<file path="src/binary_image_block_packer_macros.svh">
// Assertion macros used by the tile packer top-level module.
`ifndef BINARY_IMAGE_BLOCK_PACKER_MACROS_SVH
`define BINARY_IMAGE_BLOCK_PACKER_MACROS_SVH

// Same-cycle implication, disabled while reset is asserted.
`define BIBP_ASSERT_NOW(label, clk, rst_n, ante, cons) \
    label: assert property (@(posedge clk) disable iff (!rst_n) (ante) |-> (cons)) \
        else $error("tile packer same-cycle check failed");

// Next-cycle implication, disabled while reset is asserted.
`define BIBP_ASSERT_NEXT(label, clk, rst_n, ante, cons) \
    label: assert property (@(posedge clk) disable iff (!rst_n) (ante) |=> (cons)) \
        else $error("tile packer next-cycle check failed");

`endif

</file>
<file path="src/bibp_pkg.sv">
// Types and constants of the binary image tile packer.
package bibp_pkg;

    localparam logic [7:0] PIXEL_SET      = 8'd255;
    localparam logic [3:0] MAX_BLOCK_ROWS = 4'd8;
    localparam logic [3:0] MAX_BLOCK_COLS = 4'd8;
    localparam int         CFG_DATA_W     = 16;
    localparam int         OUT_DEPTH      = 3;

    typedef enum logic [1:0] {
        CFG_IMAGE_WIDTH  = 2'd0,
        CFG_IMAGE_HEIGHT = 2'd1,
        CFG_BLOCK_ROWS   = 2'd2,
        CFG_BLOCK_COLS   = 2'd3
    } t_cfg_reg;

    typedef struct packed {
        logic        first;
        logic        emit;
        logic        last;
        logic [5:0]  shift;
        logic [15:0] tile_row;
        logic [11:0] tile_col;
    } t_scan;

    typedef struct packed {
        logic [63:0] pattern;
        logic [15:0] tile_row;
        logic [11:0] tile_col;
        logic        last;
    } t_tile_result;

endpackage

</file>
<file path="src/bibp_scan.sv">
// Configuration registers and raster position counters of the tile packer.
module bibp_scan #(
    parameter int MAX_IMAGE_WIDTH = 4096,
    parameter int IDX_W           = $clog2(MAX_IMAGE_WIDTH)
) (
    input  logic                               i_clk,
    input  logic                               i_rst_n,
    input  logic                               i_cfg_write,
    input  bibp_pkg::t_cfg_reg                 i_cfg_index,
    input  logic [bibp_pkg::CFG_DATA_W-1:0]    i_cfg_data,
    input  logic                               i_advance,
    output bibp_pkg::t_scan                    o_info,
    output logic [IDX_W-1:0]                   o_idx
);

    import bibp_pkg::*;

    localparam logic [16:0] MAX_W = 17'(MAX_IMAGE_WIDTH);

    logic [12:0]      r_image_width;
    logic [15:0]      r_image_height;
    logic [3:0]       r_block_rows;
    logic [3:0]       r_block_cols;
    logic [IDX_W-1:0] r_pix_col, n_pix_col;
    logic [15:0]      r_pix_row, n_pix_row;
    logic [2:0]       r_rwb, n_rwb;
    logic [2:0]       r_cwt, n_cwt;
    logic [IDX_W-1:0] r_tile_col, n_tile_col;
    logic [15:0]      r_tile_row, n_tile_row;

    logic [16:0]      w_ext;
    logic [16:0]      w_clamp;
    logic [IDX_W-1:0] w_last;
    logic [15:0]      h_last;
    logic [3:0]       rows_cl;
    logic [3:0]       cols_cl;
    logic [2:0]       rows_last;
    logic [2:0]       cols_last;
    logic [6:0]       pos;
    logic [6:0]       area_up;
    logic [6:0]       top_bit;
    logic             row_end;
    logic             col_last;
    logic             frame_row;
    logic             band_last;
    logic             row_last;
    logic [IDX_W+11:0] tile_col_ext;

    always_comb begin
        w_ext   = {4'b0, r_image_width};
        w_clamp = (r_image_width == 13'd0) ? 17'd1 : ((w_ext > MAX_W) ? MAX_W : w_ext);
        w_last  = IDX_W'(w_clamp - 17'd1);
        h_last  = (r_image_height == 16'd0) ? 16'd0 : r_image_height - 16'd1;
        rows_cl = (r_block_rows == 4'd0) ? 4'd1
                : ((r_block_rows > MAX_BLOCK_ROWS) ? MAX_BLOCK_ROWS : r_block_rows);
        cols_cl = (r_block_cols == 4'd0) ? 4'd1
                : ((r_block_cols > MAX_BLOCK_COLS) ? MAX_BLOCK_COLS : r_block_cols);
        rows_last = 3'(rows_cl - 4'd1);
        cols_last = 3'(cols_cl - 4'd1);

        pos     = 7'(r_rwb) * 7'(cols_cl) + 7'(r_cwt);
        area_up = 7'(rows_cl) * 7'(cols_cl) + 7'd7;
        top_bit = {area_up[6:3], 3'b000} - 7'd1;

        row_end   = r_pix_col >= w_last;
        col_last  = (r_cwt >= cols_last) || row_end;
        frame_row = r_pix_row >= h_last;
        band_last = r_rwb >= rows_last;
        row_last  = band_last || frame_row;

        tile_col_ext    = {12'b0, r_tile_col};
        o_info.first    = (r_rwb == 3'd0) && (r_cwt == 3'd0);
        o_info.emit     = col_last && row_last;
        o_info.last     = row_end && frame_row;
        o_info.shift    = 6'(top_bit - pos);
        o_info.tile_row = r_tile_row;
        o_info.tile_col = tile_col_ext[11:0];
        o_idx           = r_tile_col;

        n_pix_col  = r_pix_col;
        n_pix_row  = r_pix_row;
        n_rwb      = r_rwb;
        n_cwt      = r_cwt;
        n_tile_col = r_tile_col;
        n_tile_row = r_tile_row;
        if (row_end) begin
            n_pix_col  = '0;
            n_cwt      = '0;
            n_tile_col = '0;
            if (frame_row) begin
                n_pix_row  = '0;
                n_rwb      = '0;
                n_tile_row = '0;
            end else begin
                n_pix_row = r_pix_row + 16'd1;
                if (band_last) begin
                    n_rwb      = '0;
                    n_tile_row = r_tile_row + 16'd1;
                end else begin
                    n_rwb = r_rwb + 3'd1;
                end
            end
        end else begin
            n_pix_col = r_pix_col + IDX_W'(1);
            if (r_cwt >= cols_last) begin
                n_cwt      = '0;
                n_tile_col = r_tile_col + IDX_W'(1);
            end else begin
                n_cwt = r_cwt + 3'd1;
            end
        end
    end

    always_ff @(posedge i_clk) begin
        if (!i_rst_n) begin
            r_image_width  <= 13'd256;
            r_image_height <= 16'd256;
            r_block_rows   <= 4'd8;
            r_block_cols   <= 4'd8;
            r_pix_col      <= '0;
            r_pix_row      <= '0;
            r_rwb          <= '0;
            r_cwt          <= '0;
            r_tile_col     <= '0;
            r_tile_row     <= '0;
        end else if (i_cfg_write) begin
            unique case (i_cfg_index)
                CFG_IMAGE_WIDTH:  r_image_width  <= i_cfg_data[12:0];
                CFG_IMAGE_HEIGHT: r_image_height <= i_cfg_data[15:0];
                CFG_BLOCK_ROWS:   r_block_rows   <= i_cfg_data[3:0];
                CFG_BLOCK_COLS:   r_block_cols   <= i_cfg_data[3:0];
            endcase
            r_pix_col  <= '0;
            r_pix_row  <= '0;
            r_rwb      <= '0;
            r_cwt      <= '0;
            r_tile_col <= '0;
            r_tile_row <= '0;
        end else if (i_advance) begin
            r_pix_col  <= n_pix_col;
            r_pix_row  <= n_pix_row;
            r_rwb      <= n_rwb;
            r_cwt      <= n_cwt;
            r_tile_col <= n_tile_col;
            r_tile_row <= n_tile_row;
        end
    end

endmodule

</file>
<file path="config.mk">
export PLATFORM = sky130hd
export DESIGN_NAME = bibp_scan
export DESIGN_NICKNAME = d
export VERILOG_FILES = /design/src/binary_image_block_packer_macros.svh /design/src/bibp_pkg.sv /design/src/bibp_scan.sv
export SDC_FILE = /design/constraint.sdc
export NUM_CORES = 1
export LEC_CHECK = 0
export BUFFER_PORTS_ARGS = -buffer_cell sky130_fd_sc_hd__buf_2
export CAP_MARGIN = 10
export CORE_AREA = 5 5 86 147
export DETAILED_ROUTE_END_ITERATION = 10
export DIE_AREA = 0 0 91 152
export GPL_ROUTABILITY_DRIVEN = 0
export PLACE_DENSITY = 0.8
export REMOVE_ABC_BUFFERS = 1
export SETUP_SLACK_MARGIN = 0.15
export SKIP_LAST_GASP = 1
export SLEW_MARGIN = 25
export SYNTH_ARGS = -nofsm -noshare
export SYNTH_HDL_FRONTEND = slang
export SYNTH_SLANG_ARGS = --single-unit
</file>
<file path="constraint.sdc">
create_clock -name i_clk -period 11.28 [get_ports i_clk]
set_input_delay 0.564 -clock i_clk [delete_from_list [all_inputs] [get_ports i_clk]]
set_output_delay 0.564 -clock i_clk [all_outputs]
set_load 0.01 [all_outputs]
</file>
==> flow_metrics.tcl <==
set metrics [dict create \
    status "finished clean" \
    hold_viol 0 \
    p_seq_share_pct 46.3 \
    placed_cell_area_um2 6949 \
    met1_usage_pct 24.38 \
    hold_path_depth 3 \
    p_sw_share_pct 25.08 \
    cts_setup_buffers 0 \
    startpoint "r_block_cols[3]" \
    htreeDepth 3 \
    fin_crit_sh_pct 48.22 \
    min_period_ns 5.440 \
    crit_required_ns 10.72 \
    fin_ws_ns 5.840 \
    insertion_delay_ns 0.35 \
    p_int_w 0.0005839 \
    via_count 5729 \
    setup_viol 0 \
    die_x_um 91 \
    syn_area_per_cell_um2 8.073 \
    hold_class "input port to register" \
    synth_top_area_cell "dfxtp_1" \
    use_met3_pct 3.167 \
    layout.area.seq_um2 1982 \
    switchingPower_w 0.0001954 \
    grt_max_degree 40 \
    syn_area_um2 6604 \
    grt_pass1_vias 5604 \
    pwr-share-clk_pct 42.2 \
    dr.pass1.iters 4 \
    final_util_pct 63.86 \
    ys_ff_latch 99 \
    grt_pass1_wl_um 25680 \
    dieArea_um2 13830 \
    critPathArrivalTime_ns 4.88 \
    ioPinCount 71 \
    ys.flop_type "dfxtp_1" \
    power_density_nw_per_um2 107.2 \
    cts_resized 0 \
    cts-buffers-inserted 9 \
    portBuffers 70 \
    synthTopCellsByCount "nand2_1 (140), dfxtp_1 (99), nor2_1 (72)" \
    synth-edff-count 0 \
    leakage_nw 3.062 \
    wl_per_cell_um 14.71 \
    core-area_um2 11390 \
    layoutNonFillerInstCount 1003 \
    cts_tree "done" \
    grt_setup_unrepaired "false" \
    cap_violations 0 \
    ys_warn_count 0 \
    max_freq_mhz 183.8 \
    grt_busiest_layer "met2" \
    overflow 0 \
    maxSlewViolCount 0 \
    nNetsFinal 959 \
    rows 52 \
    rr_startpoint "r_image_width[3]" \
    cts_hold_buf 0 \
    ctsLongestPathBuffers 2 \
    critPathKind "register to primary output" \
    synth_most_common_cell "nand2_1" \
    cts.sink_count 99 \
    fp.dieH_um 152 \
    power_frac_comb_pct 11.5 \
    end_kind "primary output" \
    drt_iter0_markers 203 \
    synth_top_area_share_pct 30.01 \
    drc 0 \
    antenna_cells 0 \
    vias_per_cell 5.712 \
    use_met2_pct 40.98 \
    antenna_found_initial 0 \
    cp-start-kind "register" \
    syn_to_final_growth_pct 10.10 \
    holdCritStartpoint "i_cfg_data[13]" \
    multi_input_area_um2 4275 \
    ir_drop_uv 107.8 \
    cp_max_fo 11 \
    synth_seq_area_share_pct 30.01 \
    async_flop_share_pct 0 \
    worst_pin_slew_ns 0.7756 \
    ant_nets 0 \
    dpl_worst_slack_ns 6.192 \
    clock-root-buffer "clkbuf_16" \
    netlist_instances 818 \
    drive_above_1_share_pct 12.79 \
    cts.clk_slew.worst_paths_ns 0.07 \
    finalSetupTns_ns 0 \
    dp_hpwl_um 11300 \
    drt-total-wl_um 14750 \
    reg2reg_depth 15 \
    relSlewSlack_pct 47.85 \
    synth_cell_types 64 \
    nFillCells 995 \
    synth.area.top_cells "dfxtp_1 (30%), ha_1 (12%), nand2_1 (8.0%), xor2_1 (4.9%), nor2_1 (4.1%)" \
    fin_skew_ns 0.01271 \
    design_area_um2 7271 \
    start_util_pct 58.00 \
    dp.cells 987 \
    track_usage_pct 21.84 \
]
## worst max-delay path, cell delays in order (launching register included)
cell and delay, ns:
dfxtp_1 0.40, nor2b_1 0.35, nand2_1 0.13, fa_1 0.52, inv_1 0.06, fa_1 0.47
ha_1 0.31, ha_1 0.31, nor2b_1 0.18, nor2_1 0.07, xor2_1 0.15, fa_1 0.48
inv_1 0.04, ha_1 0.31, a21oi_1 0.17, xnor2_1 0.15, xnor2_1 0.16, xnor2_1 0.13
buf_2 0.14
## cells by family after synthesis
logic type / count (synthesis) / share of synthesized area [%]
compound gates: 136 / 13.79
xor+xnor: 61 / 8.090
fa+ha+maj: 74 / 15.16
buf+inv: 78 / 5.305
flops: 99 / 30.01
mux: 9 / 1.383
simple gates: 361 / 26.26
## power groups by stage
| stage | combinational, W | sequential, W | clock [W] |
|---|---|---|---|
| 6_report | 0.0000896 | 0.000360 | 0.000329 |
| 3_3_place_gp | 0.0000875 | 0.000368 | 0 |
| 5_1_grt | 0.000104 | 0.000361 | 0.000349 |
| 4_1_cts | 0.0000906 | 0.000360 | 0.000332 |
| 2_1_floorplan | 0.0000633 | 0.000367 | 0 |
| 3_5_place_dp | 0.0000892 | 0.000368 | 0 |
## per-stage QoR
step	power [W]	hold slack, ns
finish	0.0007793	0.4769
detailed placement	0.0004576	0.4756
CTS	0.0007830	0.4765
global route	0.0008141	0.4895
global placement	0.0004555	0.4656
floorplan	0.0004302	0.4528
## state kept, by name, indices dropped and copies added, names as in the netlist
register        flops
r_image_width      13
r_image_height     16
r_rwb               3
r_pix_row          16
r_tile_row         16
o_idx              12
r_cwt               3
r_block_rows        4
r_pix_col          12
r_block_cols        4
## final timing paths
path	end	slack (ns)
worst min register to register	r_image_width[6]	0.48
worst max-delay path	o_info[33]	5.84
worst min-delay path	r_image_height[13]	0.48
worst max register to register	o_idx[10]	6.52
## cell type report
cell class / instances / share of cell area, %
well taps: 135 / 2.323
repair buffers: 74 / 5.231
clock inverters: 4 / 0.7572
flip-flops and latches: 99 / 27.26
clock buffers: 12 / 3.665
inverters: 38 / 1.962
multi-input cells: 641 / 58.80
## cell usage in the layout (no fill, tap or decap), types with 27 or more instances in the layout
cell      instances
inv_1            38
a21boi_0         27
xor2_1           37
dfxtp_1          99
ha_1             64
buf_2            70
nand3_1          30
a21oi_1          43
nor2_1           72
nand2_1         140
## per-layer routing
| metal | vias to the layer above | wire length, µm |
|---|---|---|
| li1 | 2897 | - |
| met1 | 2664 | 5665 |
| met2 | 136 | 8055 |
| met3 | 32 | 655 |
| met4 | 0 | 376 |
| met5 | - | 0 |
No activity file was read; power rests on OpenSTA's default activity.
