<file path="src/binary_image_block_packer_macros.svh">
// Assertion macros used by the tile packer top-level module.
`ifndef BINARY_IMAGE_BLOCK_PACKER_MACROS_SVH
`define BINARY_IMAGE_BLOCK_PACKER_MACROS_SVH

// Same-cycle implication, disabled while reset is asserted.
`define BIBP_ASSERT_NOW(label, clk, rst_n, ante, cons) \
    label: assert property (@(posedge clk) disable iff (!rst_n) (ante) |-> (cons)) \
        else $error("tile packer same-cycle check failed");

// Next-cycle implication, disabled while reset is asserted.
`define BIBP_ASSERT_NEXT(label, clk, rst_n, ante, cons) \
    label: assert property (@(posedge clk) disable iff (!rst_n) (ante) |=> (cons)) \
        else $error("tile packer next-cycle check failed");

`endif

</file>
<file path="src/bibp_pkg.sv">
// Types and constants of the binary image tile packer.
package bibp_pkg;

    localparam logic [7:0] PIXEL_SET      = 8'd255;
    localparam logic [3:0] MAX_BLOCK_ROWS = 4'd8;
    localparam logic [3:0] MAX_BLOCK_COLS = 4'd8;
    localparam int         CFG_DATA_W     = 16;
    localparam int         OUT_DEPTH      = 3;

    typedef enum logic [1:0] {
        CFG_IMAGE_WIDTH  = 2'd0,
        CFG_IMAGE_HEIGHT = 2'd1,
        CFG_BLOCK_ROWS   = 2'd2,
        CFG_BLOCK_COLS   = 2'd3
    } t_cfg_reg;

    typedef struct packed {
        logic        first;
        logic        emit;
        logic        last;
        logic [5:0]  shift;
        logic [15:0] tile_row;
        logic [11:0] tile_col;
    } t_scan;

    typedef struct packed {
        logic [63:0] pattern;
        logic [15:0] tile_row;
        logic [11:0] tile_col;
        logic        last;
    } t_tile_result;

endpackage

</file>
<file path="src/bibp_out_fifo.sv">
// Three-entry result queue that decouples the packer from the output handshake.
module bibp_out_fifo (
    input  logic                   i_clk,
    input  logic                   i_rst_n,
    input  logic                   i_push,
    input  bibp_pkg::t_tile_result i_data,
    output logic                   o_valid,
    input  logic                   i_ready,
    output bibp_pkg::t_tile_result o_data,
    output logic [1:0]             o_count
);

    import bibp_pkg::*;

    t_tile_result r_mem [OUT_DEPTH];
    logic [1:0]   r_wr_ptr, n_wr_ptr;
    logic [1:0]   r_rd_ptr, n_rd_ptr;
    logic [1:0]   r_count, n_count;
    logic         pop;

    always_comb begin
        pop      = (r_count != 2'd0) && i_ready;
        n_wr_ptr = (r_wr_ptr == 2'(OUT_DEPTH - 1)) ? 2'd0 : r_wr_ptr + 2'd1;
        n_rd_ptr = (r_rd_ptr == 2'(OUT_DEPTH - 1)) ? 2'd0 : r_rd_ptr + 2'd1;
        n_count  = r_count + 2'(i_push) - 2'(pop);
    end

    always_ff @(posedge i_clk) begin
        if (i_push) begin
            r_mem[r_wr_ptr] <= i_data;
        end
    end

    always_ff @(posedge i_clk) begin
        if (!i_rst_n) begin
            r_wr_ptr <= '0;
            r_rd_ptr <= '0;
            r_count  <= '0;
        end else begin
            if (i_push) begin
                r_wr_ptr <= n_wr_ptr;
            end
            if (pop) begin
                r_rd_ptr <= n_rd_ptr;
            end
            r_count <= n_count;
        end
    end

    assign o_valid = r_count != 2'd0;
    assign o_data  = r_mem[r_rd_ptr];
    assign o_count = r_count;

endmodule

</file>
<file path="config.mk">
export PLATFORM = sky130hd
export DESIGN_NAME = bibp_out_fifo
export DESIGN_NICKNAME = d
export VERILOG_FILES = /design/src/binary_image_block_packer_macros.svh /design/src/bibp_pkg.sv /design/src/bibp_out_fifo.sv
export SDC_FILE = /design/constraint.sdc
export NUM_CORES = 1
export LEC_CHECK = 0
export BUFFER_PORTS_ARGS = -buffer_cell sky130_fd_sc_hd__clkbuf_2
export CAP_MARGIN = 5
export CORE_ASPECT_RATIO = 0.6
export CORE_MARGIN = 10
export CORE_UTILIZATION = 40
export CTS_BUF_LIST = sky130_fd_sc_hd__clkbuf_2
export DETAILED_ROUTE_END_ITERATION = 8
export GPL_ROUTABILITY_DRIVEN = 0
export SLEW_MARGIN = 20
export SYNTH_ARGS = -nofsm -noshare
export SYNTH_HDL_FRONTEND = slang
export SYNTH_SLANG_ARGS = --single-unit
</file>
<file path="constraint.sdc">
create_clock -name i_clk -period 13.7 [get_ports i_clk]
set_input_delay 0.685 -clock i_clk [delete_from_list [all_inputs] [get_ports i_clk]]
set_output_delay 0.685 -clock i_clk [all_outputs]
set_load 0.01 [all_outputs]
</file>
==> results of run 1 <==
## kinds of logic after synthesis
family	after synthesis	share of synthesized area, %
flops	287	79.6
simple gates	110	4.06
compound gates	101	4.76
mux	95	8.86
buf+inv	33	2.66
fa+ha+maj	1	0.117
## synthesized netlist by cell type
| cell type | n | area [um^2] |
|---|---|---|
| and2_1 | 1 | 6.26 |
| buf_12 | 8 | 160 |
| buf_2 | 16 | 80.1 |
| buf_4 | 3 | 22.5 |
| clkbuf_1 | 5 | 18.8 |
| dfxtp_1 | 8 | 160 |
| edfxtp_1 | 279 | 8380 |
| ha_1 | 1 | 12.5 |
| inv_1 | 1 | 3.75 |
| mux2i_1 | 95 | 951 |
| nand2_1 | 98 | 368 |
| nand2b_1 | 1 | 6.26 |
| nand3_1 | 2 | 10.0 |
| nand3b_1 | 1 | 7.51 |
| nor2_1 | 3 | 11.3 |
| nor2b_1 | 2 | 12.5 |
| nor3b_1 | 1 | 7.51 |
| o21a_1 | 2 | 15.0 |
| o21ai_0 | 21 | 105 |
| o21ai_1 | 78 | 390 |
| or2_2 | 1 | 6.26 |
## path summary, 6_finish.rpt
kind | startpoint | to | slack [ns] | cells past startpoint
worst max-delay path | flop | o_data[65] | 9.82 | 4
worst max register to register | r_wr_ptr[0]$_SDFFE_PN0P_ | r_mem[1][54]$_DFFE_PP_ | 11.14 | 3
worst min-delay path | i_data[36] | r_mem[2][36]$_DFFE_PP_ | 0.15 | 1
worst min register to register | r_rd_ptr[0]$_SDFFE_PN0P_ | flop | 0.51 | 2
## layer usage
metal  GRT usage (%)  vias up  wire (um)
met5               0        -          0
met4            5.18        0        423
met3            5.13       41       1540
met2            20.6      182      10300
met1            17.0     2868      10400
li1                -     3052          -
## final cells by class
type,count,area [um^2]
Multi-Input combinational cell,307,1930
Inverter,1,3.75
Clock buffer,92,460
Sequential cell,287,8550
Timing Repair Buffer,290,1920
Antenna cell,2,5.00
Tap cell,360,450
Fill cell,2281,13000
Clock inverter,13,80.1
## per-stage QoR
stage / hold slack (ns) / cells
finish: 0.154 / 1352
global route: 0.00363 / 1352
CTS: 0.00368 / 1348
detailed placement: 0.492 / 1154
global placement: 0.489 / 1154
floorplan: 0.475 / 627
## worst max-delay path, delay by kind of cell, from the launching register on
kind,cells,cell delay [ns]
buffers and inverters,2,1.02
flip-flops,1,0.89
AND/OR/NAND/NOR,1,0.21
AO/OA/AOI/OAI,1,0.14
## state kept, by name, summed over array words and instances, names as in the netlist, named ones only
register	cells
r_mem	279
o_count	2
r_rd_ptr	2
r_wr_ptr	2
## where the power goes
group	leakage [nW]	switching (mW)	internal (mW)
clock	0.424	0.313	0.197
combinational	1.70	0.0964	0.0763
sequential	2.65	0.0159	1.00
==> metrics.yaml, run 1 <==
placed_design:
  hpwl_mm: 13.2
  post-place-ws_ns: 10.55
  port_buffers: 192
  placed_cell_area_um2: 11900
clock_tree:
  cts_buffer_depth: 3
  cts-resized-gates: 0
  cts_inserted_buffers: 66
  clock_latency_ns: 0.80
  clock_sinks: 287
  cts-root-buf: "clkbuf_2"
  clkSlewWorstSetupHoldPaths_ns: 0.11
  tritoncts: "done"
  htree_levels: 3
  hold_buffers: 89
  post-cts-setup-buffers: 0
routing:
  wirelength_mm: 22.6
  dr.pass1.iters: 4
  vias_per_cell: 4.54
  drcViolationCount: 0
  dr_total_vias: 6143
  wl_per_cell_um: 16.7
  drtAntennaViolNets: 0
  drt_iter0_markers: 417
final_layout:
  layout_commonest_cell: "clkbuf_2"
  drive_above_1_share_pct: 30.6
  final_core_util_pct: 50.7
  stdcell_area_um2: 13400
  areaGrowthSynthToFinish_pct: 24.8
  layout_common_cells: "clkbuf_2, edfxtp_1, nand2_1"
  final_nets: 1051
flow_run:
  drv_cap: 0
global_route:
  grt.total_usage_pct: 13.5
  grt_pass1_vias: 6579
  overflow: 0
  antenna_found_initial: 2
  grt_max_degree: 103
  grt_pass1_wl_mm: 36.1
power:
  p_leak_nw: 4.77
  p_total_mw: 1.70
  ir_drop_v: 0.0000760
  power.density_nw_per_um2: 127
timing:
  period_minus_slack_ns: 3.88
  fin_tns_setup_ns: 0
  final_hold_viol_count: 0
  finalCritPeriodShare_pct: 28.3
  slew_violations: 0
  timing.slew.headroom_pct: 33.4
  finalWorstSetupSlack_ns: 9.82
  fin_worst_skew_ns: 0.0533
  worstMarginPinSlew_ns: 0.999
  max_clock_freq_mhz: 257
  rsz0062_at_grt: "no"
  setup_viol: 0
worst_setup_path:
  critPathKind: "reg -> out"
  worstPathCellList: "buf_4 > nand2_1 > o21ai_1 > clkbuf_2"
  critPathMaxStageDelay_ns: 0.89
  crit_slowest_cell: "dfxtp_4"
  critPathArrivalTime_ns: 3.20
  path_max_fanout: 102
  cp.required_ns: 13.02
  worst_setup_path_end_kind: "output pin"
  cp-start-kind: "flop"
floorplan:
  rows: 46
  die_w_um: 231
  die_h_um: 147
  pin_count: 193
  core_area_um2: 26400
  start_util_pct: 40.6
  die-area_um2: 34000
logic_synthesis:
  syn-num-nets: 725
  ys_types: 21
  netlist_instances: 627
  yosysWarnings: 0
  ys_ff_latch: 287
  yosysSeqAreaShare_pct: 79.6
  avgSynthCellArea_um2: 17.1
  syn_area_um2: 10700
outcome:
  status: "finished, final reports clean"
min_path:
  hold_class: "in -> reg"
No activity file was read; power rests on OpenSTA's default activity.
==> inputs of run 2 (changes only) <==
==> constraint.sdc (replaced) <==
create_clock -name i_clk -period 4 [get_ports i_clk]
set_input_delay 0.2 -clock i_clk [delete_from_list [all_inputs] [get_ports i_clk]]
set_output_delay 0.2 -clock i_clk [all_outputs]
set_load 0.01 [all_outputs]
==> run 2 against run 1 <==
Compared with the run above:
- via count grew 2.5%
- highest routed layer unchanged
- critical path depth is the same
- largest cell class unchanged
- total power grew to 3.5 times the previous value
- core utilization grew 1.2 points
- sequential cell count is the same
- count of clock-buffer cells in the layout grew 4
- combinational power grew to 3.6 times the previous value
- critical path type unchanged
- routed wire length grew 1.6%
- non-clock buffer count grew 24
- sequential share of layout area shrank 1.5 points
==> metrics.yaml, run 2 (synthesis gave the netlist of run 1 again) <==
floorplan:
  die_w_um: 231  # unchanged
  pin_count: 193  # unchanged
  start_util_pct: 40.6  # unchanged
  core_area_um2: 26400  # unchanged
  die-area_um2: 34000  # unchanged
  die_h_um: 147  # unchanged
  rows: 46  # unchanged
final_layout:
  drive_above_1_share_pct: 30.3  # was 30.6%
  areaGrowthSynthToFinish_pct: 27.8  # was 24.8%
  antenna_cells: 0  # was 2
  final_nets: 1077  # was 1051
  final_core_util_pct: 51.9  # was 50.7%
  fillers: 2256  # was 2281
  largest_reg_flops: 279  # unchanged
  layout_commonest_cell: "clkbuf_2"  # unchanged
  seq_area_um2: 8550  # unchanged
  layout_common_cells: "clkbuf_2, edfxtp_1, dlygate4sd3_1"  # was clkbuf_2, edfxtp_1, nand2_1
  multi_input_area_um2: 1940  # was 1930 um^2
  largest_register: "r_mem"  # unchanged
flow_run:
  drv_cap: 0  # unchanged
clock_tree:
  tritoncts: "done"  # unchanged
  clock_sinks: 287  # unchanged
  cts_buffer_depth: 3  # unchanged
  cts_inserted_buffers: 68  # was 66
  clkSlewWorstSetupHoldPaths_ns: 0.10  # was 0.11 ns
  htree_levels: 3  # unchanged
  clock_latency_ns: 0.82  # was 0.80 ns
  cts-root-buf: "clkbuf_2"  # unchanged
power:
  p_leak_nw: 4.92  # was 4.77 nW
  ir_drop_v: 0.000225  # was 0.0000760 V
  power.density_nw_per_um2: 435  # was 127 nW/um^2
min_path:
  min-delay-start: "i_data[44]"  # was i_data[36]
  hold_class: "in -> reg"  # unchanged
  whs_endpoint: "r_mem[0][44]$_DFFE_PP_"  # was r_mem[2][36]$_DFFE_PP_
  holdPathStages: 2  # was 1
routing:
  drcViolationCount: 0  # unchanged
  vias_per_cell: 4.56  # was 4.54
  drtAntennaViolNets: 0  # unchanged
  wirelength_mm: 23.0  # was 22.6 mm
  drt_iter0_markers: 406  # was 417
  dr.pass1.iters: 5  # was 4
  wl_per_cell_um: 16.6  # was 16.7 um
  dr_total_vias: 6296  # was 6143
timing:
  fin_worst_skew_ns: 0.0435  # was 0.0533 ns
  max_clock_freq_mhz: 350
  finalCritPeriodShare_pct: 71.5
  slew_violations: 0  # unchanged
  finalWorstSetupSlack_ns: 1.14  # was 9.82 ns
  worstMarginPinSlew_ns: 0.950  # was 0.999 ns
  fin_tns_setup_ns: 0  # unchanged
  timing.slew.headroom_pct: 36.7  # was 33.4%
  setup_viol: 0  # unchanged
  period_minus_slack_ns: 2.86
  final_hold_viol_count: 0  # unchanged
  rsz0062_at_grt: "no"  # unchanged
worst_setup_path:
  rr_worst_depth: 5  # was 3
  cp-start-kind: "flop"  # unchanged
  cp.required_ns: 3.80  # was 13.02 ns
  critPathKind: "reg -> out"  # unchanged
  critPathArrivalTime_ns: 2.66  # was 3.20 ns
  path_max_fanout: 38  # was 102
  worstReg2RegEnd: "r_wr_ptr[1]$_SDFFE_PN0P_"  # was r_mem[1][54]$_DFFE_PP_
  timing.rr.start: "r_wr_ptr[0]$_SDFFE_PN0P_"  # unchanged
  regToRegSetupSlack_ns: 1.74  # was 11.14 ns
  worst_setup_path_end_kind: "output pin"  # unchanged
placed_design:
  post-place-ws_ns: 1.87  # was 10.55 ns
  port_buffers: 192  # unchanged
  hpwl_mm: 13.4  # was 13.2 mm
global_route:
  grt_pass1_wl_mm: 36.5  # was 36.1 mm
  antenna_found_initial: 0  # was 2
  grt_max_degree: 92  # was 103
  grt.total_usage_pct: 13.6  # was 13.5%
  overflow: 0  # unchanged
  grt_pass1_vias: 6759  # was 6579
outcome:
  status: "finished, final reports clean"  # unchanged
[run 2: changes by cell type in the layout (fill, tap and decap cells not counted)]
cell / before / now
buf_12: 0 / 2
clkbuf_2: 284 / 288
buf_4: 7 / 8
diode_2: 2 / 0
clkinv_1: 7 / 11
bufinv_16: 1 / 2
nor3b_2: 1 / 0
nor3b_4: 0 / 1
clkinv_2: 1 / 2
clkinvlp_4: 1 / 0
dlygate4sd3_1: 91 / 112
inv_2: 3 / 2
[run 2: worst max-delay path: stages (launching register included)]
cell and delay (ns):
dfxtp_4 0.86, buf_4 0.47, mux2i_1 0.12, o21ai_0 0.25, clkbuf_2 0.19
[run 2: layout make-up]
type	instances	area share (%)
Inverter	1	0.0274
Tap cell	360	3.28
Multi-Input combinational cell	307	14.1
Sequential cell	287	62.3
Timing Repair Buffer	314	15.9
Clock inverter	17	0.867
Clock buffer	96	3.50
[run 2: where the power goes]
group	internal (mW)	switching [mW]	total, mW
Sequential	3.44	0.0532	3.49
Combinational	0.279	0.337	0.616
Clock	0.767	1.09	1.86
Total	4.48	1.48	5.97
[run 2: timing repair]
item                                   CTS  global route
endpoints found under the hold margin  287             0
setup buffers                            0             0
gates resized for setup                  0             0
hold buffers                           112             0
[run 2: through the flow]
| step | cell area [um^2] | std cells | hold slack, ns | power (mW) |
|---|---|---|---|---|
| 5_1_grt | 13700 | 1382 | 0.0141 | 6.29 |
| 3_5_place_dp | 12000 | 1157 | 0.406 | 4.10 |
| 3_3_place_gp | 12000 | 1157 | 0.405 | 4.09 |
| 4_1_cts | 13700 | 1382 | 0.00263 | 6.07 |
| 6_report | 13700 | 1382 | 0.150 | 5.97 |
| 2_1_floorplan | 10700 | 627 | 0.299 | 3.86 |
[run 2: worst max path at each step]
stage | from | to | slack (ns) | cells after the start
after floorplan | r_wr_ptr[1]$_SDFFE_PN0P_ | r_mem[0][0]$_DFFE_PP_ | -0.50 | 1
after global placement | flop | o_data[89] | 1.91 | 4
after detailed placement | flop | o_data[89] | 1.87 | 4
after CTS | flop | o_data[89] | 0.92 | 4
after global routing | flop | o_data[80] | 0.83 | 4
final | flop | o_data[89] | 1.14 | 4
[run 2: metal layers]
layer  GRT usage [%]  vias up  part of all wire (%)
li1                -     3113                     -
met1            17.4     2986                    46
met2            20.7      161                    46
met3            4.79       36                   6.4
met4            5.47        0                   1.8
met5               0        -                     0
==> inputs of run 3 (changes only) <==
==> constraint.sdc (replaced) <==
create_clock -name i_clk -period 2.75 [get_ports i_clk]
set_input_delay 0.1375 -clock i_clk [delete_from_list [all_inputs] [get_ports i_clk]]
set_output_delay 0.1375 -clock i_clk [all_outputs]
set_load 0.01 [all_outputs]
==> run 3 against run 2 <==
Compared with the run above:
- count of clock-buffer cells in the layout is 7 higher
- global-route usage is 0.78 points higher
- sequential cell count stayed put
- critical endpoint is now o_data[85]
==> metrics.yaml, run 3 (synthesis gave the netlist of run 1 again) <==
routing:
  drcViolationCount: 0  # unchanged
  dr_total_vias: 6600  # was 6296
  wl_per_cell_um: 16.8  # was 16.6 um
  vias_per_cell: 4.54  # was 4.56
  wirelength_mm: 24.4  # was 23.0 mm
  drtAntennaViolNets: 0  # unchanged
  dr.pass1.iters: 5  # unchanged
  drt_iter0_markers: 378  # was 406
final_layout:
  layout_common_cells: "clkbuf_2, edfxtp_1, dlygate4sd3_1"  # unchanged
  drive_above_1_share_pct: 28.9  # was 30.3%
  largest_reg_flops: 279  # unchanged
  areaGrowthSynthToFinish_pct: 34.3  # was 27.8%
  layout_commonest_cell: "clkbuf_2"  # unchanged
  final_core_util_pct: 54.6  # was 51.9%
  final_nets: 1144  # was 1077
  fillers: 2182  # was 2256
  largest_register: "r_mem"  # unchanged
timing:
  worstMarginPinSlew_ns: 0.704  # was 0.950 ns
  fin_hold_ws_ns: 0.127  # was 0.150 ns
  finalCritPeriodShare_pct: 90.8
  timing.slew.headroom_pct: 53.1  # was 36.7%
  max_clock_freq_mhz: 400
  final_hold_viol_count: 0  # unchanged
  rsz0062_at_grt: "no"  # unchanged
  fin_worst_skew_ns: 0.0226  # was 0.0435 ns
  slew_violations: 0  # unchanged
  setup_viol: 0  # unchanged
  period_minus_slack_ns: 2.50
floorplan:
  die_w_um: 231  # unchanged
  core_area_um2: 26400  # unchanged
  die-area_um2: 34000  # unchanged
  start_util_pct: 40.6  # unchanged
  pin_count: 193  # unchanged
  rows: 46  # unchanged
  die_h_um: 147  # unchanged
clock_tree:
  clock_sinks: 287  # unchanged
  cts-root-buf: "clkbuf_2"  # unchanged
  tritoncts: "done"  # unchanged
  cts_inserted_buffers: 67  # was 68
  htree_levels: 3  # unchanged
  cts_buffer_depth: 3  # unchanged
  clock_latency_ns: 0.79  # was 0.82 ns
  cts-resized-gates: 0  # unchanged
  clkSlewWorstSetupHoldPaths_ns: 0.11  # was 0.10 ns
global_route:
  grt_pass1_vias: 7125  # was 6759
  grt_pass1_wl_mm: 38.8  # was 36.5 mm
  antenna_found_initial: 1  # was 0
  grt.total_usage_pct: 14.4  # was 13.6%
  overflow: 0  # unchanged
  grt_max_degree: 77  # was 92
worst_setup_path:
  rr_worst_depth: 5  # unchanged
  path_max_fanout: 39  # was 38
  regToRegSetupSlack_ns: 0.99  # was 1.74 ns
  critPathArrivalTime_ns: 2.36  # was 2.66 ns
  worstReg2RegEnd: "r_wr_ptr[1]$_SDFFE_PN0P_"  # unchanged
  cp.required_ns: 2.61  # was 3.80 ns
  timing.rr.start: "r_wr_ptr[0]$_SDFFE_PN0P_"  # unchanged
  cp-start-kind: "flop"  # unchanged
  critPathKind: "reg -> out"  # unchanged
  worst_setup_path_end_kind: "output pin"  # unchanged
power:
  ir_drop_v: 0.000378  # was 0.000225 V
  p_leak_nw: 5.21  # was 4.92 nW
  power.density_nw_per_um2: 602  # was 435 nW/um^2
  p_total_mw: 8.67  # was 5.97 mW
outcome:
  status: "finished, final reports clean"  # unchanged
min_path:
  whs_endpoint: "r_mem[2][27]$_DFFE_PP_"  # was r_mem[0][44]$_DFFE_PP_
  min-delay-start: "i_data[27]"  # was i_data[44]
  holdPathStages: 2  # unchanged
  hold_class: "in -> reg"  # unchanged
flow_run:
  drv_cap: 0  # unchanged
placed_design:
  port_buffers: 192  # unchanged
  hpwl_mm: 13.9  # was 13.4 mm
run 3: cell count changes in the layout (fill, tap and decap cells not counted), sizes merged:
cell / previous run / this run
clkbuf: 288 / 295
dlygate4sd3: 112 / 180
diode: 0 / 1
bufinv: 2 / 0
clkinv: 13 / 10
run 3: how the worst max path moves through the flow:
stage / startpoint / to / slack (ns) / depth (start not counted)
6_report: flop / o_data[85] / 0.25 / 4
5_1_grt: flop / o_data[85] / 0.01 / 4
4_1_cts: flop / o_data[85] / 0.10 / 4
3_5_place_dp: flop / o_data[85] / 1.06 / 4
3_3_place_gp: flop / o_data[85] / 1.09 / 4
2_1_floorplan: r_wr_ptr[0]$_SDFFE_PN0P_ / r_mem[1][0]$_DFFE_PP_ / -0.54 / 2
run 3: what timing repair did:
item	in CTS	in global routing
endpoints found under the hold margin	413	2
hold buffers	179	1
setup buffers	0	0
run 3: final cells by class:
cell class,instances,area (um^2),area share [%]
multi-input combinational,307,1940,13.4
tap,360,450,3.12
inverter,1,3.75,0.0260
sequential,287,8550,59.3
clock inverter,12,46.3,0.321
timing repair buffer,382,2910,20.2
antenna,1,2.50,0.0174
clock buffer,103,515,3.58
run 3: power breakdown:
group          leakage, nW  internal [mW]  total (mW)  switching, mW
Combinational         2.11          0.476        1.00          0.527
Clock                0.454          0.979        2.61           1.63
Sequential            2.65           5.00        5.06         0.0628
run 3: critical path, stage by stage, from the launching register on:
cell and delay [ns]:
dfxtp_4 0.62, buf_12 0.34, mux2i_1 0.12, o21ai_0 0.28
clkbuf_2 0.20
run 3: metal layers:
metal	track usage, %	part of all wire (%)	vias to the layer above
met5	0	0	-
met4	4.75	1.4	0
met3	5.33	7.3	35
met2	22.2	46	184
met1	18.4	45	3125
li1	-	-	3256
run 3: per-stage QoR:
stage / instances / TNS (ns) / area, um^2 / worst slack, ns
after global routing: 1453 / 0 / 14400 / 0.0111
final: 1453 / 0 / 14400 / 0.252
after global placement: 1157 / 0 / 12000 / 1.09
after floorplan: 627 / -138.33 / 10800 / -0.538
after CTS: 1451 / 0 / 14400 / 0.101
after detailed placement: 1157 / 0 / 12000 / 1.06
